--- src/rtl/tcw_pkg.sv ---
// ----------------------------------------------------------------------------
// tcw_pkg
// Shared constants, command codes and controller/datapath types of the
// text console writer.
// ----------------------------------------------------------------------------
package tcw_pkg;

    localparam int ROWS          = 25;
    localparam int COLUMNS       = 80;
    localparam int CELL_COUNT    = ROWS * COLUMNS;
    localparam int LAST_ROW_BASE = (ROWS - 1) * COLUMNS;
    localparam int ADDR_W        = $clog2(CELL_COUNT);

    localparam int FUNC_W = 3;
    localparam int CHAR_W = 8;
    localparam int ATTR_W = 8;
    localparam int ROW_W  = 5;
    localparam int COL_W  = 7;
    localparam int CELL_W = CHAR_W + ATTR_W;
    localparam int COLOR_W = 4;

    localparam int CFG_IDX_W  = 2;
    localparam int CFG_DATA_W = 8;

    typedef logic [FUNC_W-1:0]    func_t;
    typedef logic [CFG_IDX_W-1:0] cfg_idx_t;

    localparam func_t FUNC_PUT     = 3'd0;
    localparam func_t FUNC_NEWLINE = 3'd1;
    localparam func_t FUNC_CLEAR   = 3'd2;
    localparam func_t FUNC_GOTO    = 3'd3;
    localparam func_t FUNC_READ    = 3'd4;

    localparam cfg_idx_t CFG_FG_COLOR   = 2'd0;
    localparam cfg_idx_t CFG_BG_COLOR   = 2'd1;
    localparam cfg_idx_t CFG_BLANK_CHAR = 2'd2;

    localparam logic [ROW_W-1:0] ROW_LAST = ROW_W'(ROWS - 1);
    localparam logic [COL_W-1:0] COL_LAST = COL_W'(COLUMNS - 1);

    typedef enum logic [2:0] {
        CUR_HOLD,
        CUR_ADVANCE,
        CUR_NEWLINE,
        CUR_HOME,
        CUR_GOTO
    } cur_op_t;

    typedef struct packed {
        logic    capture;
        logic    put_write;
        logic    read_cell;
        logic    sweep_clr;
        logic    copy_step;
        logic    fill;
        logic    fill_blank;
        logic    res_load;
        cur_op_t cur_op;
    } dp_cmd_t;

    typedef struct packed {
        func_t func;
        logic  scroll_need;
        logic  copy_last;
        logic  fill_last;
    } dp_status_t;

    function automatic logic [ADDR_W-1:0] cell_addr(
        input logic [ROW_W-1:0] r,
        input logic [COL_W-1:0] c
    );
        return ADDR_W'(ADDR_W'(r) * ADDR_W'(COLUMNS)) + ADDR_W'(c);
    endfunction

endpackage

--- src/rtl/tcw_ctrl.sv ---
// ----------------------------------------------------------------------------
// tcw_ctrl
// Command sequencer: accepts words, steps the datapath through put, scroll,
// clear and read, and owns the result valid flag.
// ----------------------------------------------------------------------------
module tcw_ctrl
    import tcw_pkg::*;
(
    input  logic       clk,
    input  logic       rst_n,
    input  logic       in_valid,
    output logic       in_ready,
    output logic       out_valid,
    input  logic       out_ready,
    output dp_cmd_t    cmd,
    input  dp_status_t status
);

    typedef enum logic [6:0] {
        ST_INIT  = 7'b0000001,
        ST_IDLE  = 7'b0000010,
        ST_EXEC  = 7'b0000100,
        ST_COPY  = 7'b0001000,
        ST_ZERO  = 7'b0010000,
        ST_CLEAR = 7'b0100000,
        ST_RESP  = 7'b1000000
    } state_t;

    state_t state_reg, state_next;
    logic   out_valid_reg, out_valid_next;
    logic   out_free;

    assign out_free = !out_valid_reg || out_ready;

    always_comb
    begin
        logic finish;
        finish     = 1'b0;
        state_next = state_reg;
        cmd        = '0;
        cmd.cur_op = CUR_HOLD;
        unique case (state_reg)
            ST_INIT:
            begin
                cmd.fill = 1'b1;
                if (status.fill_last)
                    state_next = ST_IDLE;
            end
            ST_IDLE:
            begin
                cmd.capture = in_valid;
                if (in_valid)
                    state_next = ST_EXEC;
            end
            ST_EXEC:
            begin
                unique case (status.func)
                    FUNC_PUT:
                    begin
                        cmd.put_write = 1'b1;
                        cmd.cur_op    = CUR_ADVANCE;
                        cmd.sweep_clr = status.scroll_need;
                        if (status.scroll_need)
                            state_next = ST_COPY;
                        else
                            finish = 1'b1;
                    end
                    FUNC_NEWLINE:
                    begin
                        cmd.cur_op    = CUR_NEWLINE;
                        cmd.sweep_clr = status.scroll_need;
                        if (status.scroll_need)
                            state_next = ST_COPY;
                        else
                            finish = 1'b1;
                    end
                    FUNC_CLEAR:
                    begin
                        cmd.cur_op    = CUR_HOME;
                        cmd.sweep_clr = 1'b1;
                        state_next    = ST_CLEAR;
                    end
                    FUNC_GOTO:
                    begin
                        cmd.cur_op = CUR_GOTO;
                        finish     = 1'b1;
                    end
                    FUNC_READ:
                    begin
                        cmd.read_cell = 1'b1;
                        state_next    = ST_RESP;
                    end
                    default:
                    begin
                        finish = 1'b1;
                    end
                endcase
                if (finish)
                begin
                    cmd.res_load = out_free;
                    state_next   = out_free ? ST_IDLE : ST_RESP;
                end
            end
            ST_COPY:
            begin
                cmd.copy_step = 1'b1;
                if (status.copy_last)
                    state_next = ST_ZERO;
            end
            ST_ZERO:
            begin
                cmd.fill = 1'b1;
                if (status.fill_last)
                    state_next = ST_RESP;
            end
            ST_CLEAR:
            begin
                cmd.fill       = 1'b1;
                cmd.fill_blank = 1'b1;
                if (status.fill_last)
                    state_next = ST_RESP;
            end
            ST_RESP:
            begin
                cmd.res_load = out_free;
                if (out_free)
                    state_next = ST_IDLE;
            end
            default:
            begin
                state_next = ST_IDLE;
            end
        endcase
    end

    always_comb
    begin
        out_valid_next = out_valid_reg;
        if (cmd.res_load)
            out_valid_next = 1'b1;
        else if (out_ready)
            out_valid_next = 1'b0;
    end

    always_ff @(posedge clk or negedge rst_n)
    begin
        if (!rst_n)
        begin
            state_reg     <= ST_INIT;
            out_valid_reg <= 1'b0;
        end
        else
        begin
            state_reg     <= state_next;
            out_valid_reg <= out_valid_next;
        end
    end

    assign in_ready  = (state_reg == ST_IDLE);
    assign out_valid = out_valid_reg;

endmodule

--- config.mk ---
export PLATFORM = sky130hd
export DESIGN_NAME = tcw_ctrl
export DESIGN_NICKNAME = d
export VERILOG_FILES = /design/src/rtl/tcw_pkg.sv /design/src/rtl/tcw_ctrl.sv
export SDC_FILE = /design/constraint.sdc
export NUM_CORES = 1
export LEC_CHECK = 0
export BUFFER_PORTS_ARGS = -buffer_cell sky130_fd_sc_hd__buf_2
export CORE_UTILIZATION = 52
export DETAILED_ROUTE_END_ITERATION = 6
export PLACE_DENSITY = 0.82
export SLEW_MARGIN = 5
export SYNTH_ARGS = -nofsm -noshare
export SYNTH_HDL_FRONTEND = slang
export SYNTH_SLANG_ARGS = --single-unit
export TNS_END_PERCENT = 20
--- constraint.sdc ---
create_clock -name clk -period 2.2 [get_ports clk]
set_input_delay 0.11 -clock clk [delete_from_list [all_inputs] [get_ports clk]]
set_output_delay 0.11 -clock clk [all_outputs]
set_load 0.02 [all_outputs]
==> metrics.cfg <==
[layout]
fin_cells = 114
finalInstanceArea_um2 = 806
multi_input_area_um2 = 429
fin_util_pct = 68.8
seq_area_um2 = 201
n_antenna_cell = 0
drive_gt1_share_pct = 34.0
fill_cells = 98
nNetsFinal = 111
largest_reg_flops = 7
areaGrowthSynthToFinish_pct = 17.7

[clock_network]
clkSlewWorstSetupHoldPaths_ns = 0.05
numCtsBuffers = 3
postCtsHoldBufs = 1
cts_resized = 0
postCtsSetupRepairBufs = 0
cts.htree.levels = 1
insertion_delay_ns = 0.25
cts.path.max_buffers = 2
cts_num_sinks = 8
root_buffer = clkbuf_4
cts_tree = built

[yosys]
synth_commonest_cells = nor2_1 (9), dfrtp_1 (7), o21ai_0 (7), nand2b_1 (6), nand2_1 (4)
ys_ff_latch = 8
ys_warn_count = 0
yosys-top-cells-area = dfrtp_1 (26%), nand2b_1 (5.5%), o21ai_0 (5.1%)
synth_top_cell_area_share_pct = 25.6
synth_area_um2 = 684
async_reset_ff_share_pct = 100
synth-edff-count = 0
avgSynthCellArea_um2 = 8.77
yosysMostFrequentCell = nor2_1
synthCells = 78
syn_nets = 88
synth_area_leader_cell = dfrtp_1
ys_seq_area_share_pct = 29.4
yosys.cell_types.count = 38
yosys_most_used_dff = dfrtp_1

[worst_setup_path]
cp-start-kind = register
r2r-end = state_reg[1]
critical_path_required_ns = 2.09
worstSetupEndpointType = primary output
arrival_ns = 1.85
criticalPathCategory = register to primary output
reg2reg_from = state_reg[4]
reg2regPathDepth = 4
cp_max_fo = 7
rrSetupSlack_ns = 0.55

[sta]
hold_violations = 0
timing.fmax_mhz = 511
period_share_pct = 88.9
worst_slew_pin_slew_ns = 0.343
min_period_ns = 1.96
rsz0062_at_grt = false
setup_viol = 0
slew_viol_final = 0
fin_skew_ns = 0.00548
maxSlewHeadroom_pct = 77.0
fin_setup_tns_ns = 0

[placement]
gp_congestion = 0.814
placedCellCount = 109
port_buffers = 22
dp_hpwl_um = 1240
place_area_um2 = 769

[route]
vias = 664
antenna_left = 0
firstDrtPassIters = 4
detail_route.wl_per_cell_um = 13.2
drtIter0Drc = 32
vias_per_cell = 5.82
post-route-drc-count = 0
wl_um = 1510

[worst_hold_path]
min_to = state_reg[0]
hold_start = status[0]
worstHoldPathType = input pin to register
hold_depth = 2

[global_route]
grt_max_degree = 10
grt_pass1_vias = 550
track_usage_pct = 25.0
grt_overflow = 0
grt_pass1_wl_um = 2420
grt_antenna_before_repair = 0

[power]
power.leakage_nw = 0.374
peakVddDrop_mv = 0.459
cellPowerDensity_mw_per_mm2 = 827

[floorplanning]
ios = 23
dieArea_mm2 = 0.00147
core.rowCount = 12
start_util_pct = 58.4
chipHeight_um = 38.3
coreArea_mm2 = 0.00117
die_w_um = 38.3

[status]
status = complete, no violations

[run]
cap_violations = 0

## cells in the final DEF, fill, tap and decap left out, drive strengths merged, types with 2 or more instances in the layout
master and count:
xnor2 2, and2 3, nor3b 2, nor3 3, buf 22, dfrtp 7
nand2 4, nor2 10, nor4b 2, o32ai 2, inv 3, clkbuf 4
nand3 2, o21ai 7, nand2b 7
## cells by family (layout without fill, tap and decap cells)
logic type,Yosys count,count (layout),synth area share [%]
and+or+nand+nor,41,41,40.6
AOI/OAI and AO/OA,18,18,18.3
buffers and inverters,8,30,7.86
DFF,8,8,29.4
xor gates and xnor gates,3,3,3.84
## critical path, cell delays in order (launching register included)
cell and delay [ns]:
dfrtp_1 0.46, nor4_4 0.34, nor3b_4 0.34, nand2b_4 0.12, nor3_1 0.15, buf_2 0.19
## metal layers
layer	track usage (%)	wire length (um)	vias up
li1	-	-	329
met1	36.7	680	304
met2	33.9	731	31
met3	5.23	93	0
met4	13.4	0	0
met5	0	0	-
## worst max-delay path by stage
stage | cells past startpoint | end | startpoint | slack, ns
after global placement | 5 | cmd[9] | state_reg[4] | 0.54
after floorplan | 5 | cmd[9] | state_reg[4] | 0.48
after detailed placement | 5 | cmd[9] | state_reg[4] | 0.52
final | 5 | cmd[9] | state_reg[4] | 0.24
after global routing | 5 | cmd[9] | state_reg[4] | 0.17
after CTS | 5 | cmd[9] | state_reg[4] | 0.24
## power by group
group | internal (mW) | switching [mW]
clock | 0.0691 | 0.0463
combinational | 0.143 | 0.204
sequential | 0.172 | 0.0315
total | 0.384 | 0.282
## through the flow
stage / setup WS, ns / power (mW) / hold slack [ns]
6_report: 0.244 / 0.666 / 0.0196
3_5_place_dp: 0.517 / 0.547 / -0.0449
3_3_place_gp: 0.537 / 0.545 / -0.0444
5_1_grt: 0.172 / 0.713 / 0.0173
4_1_cts: 0.243 / 0.670 / 0.0107
2_1_floorplan: 0.482 / 0.463 / -0.186
## area by class of cell
type	count	area share [%]
tap	14	2.17
clock buffer	4	3.26
inverter	3	1.40
sequential	8	25.0
timing repair buffer	23	14.9
multi-input combinational	62	53.3
(Power assumes the default switching activity.)
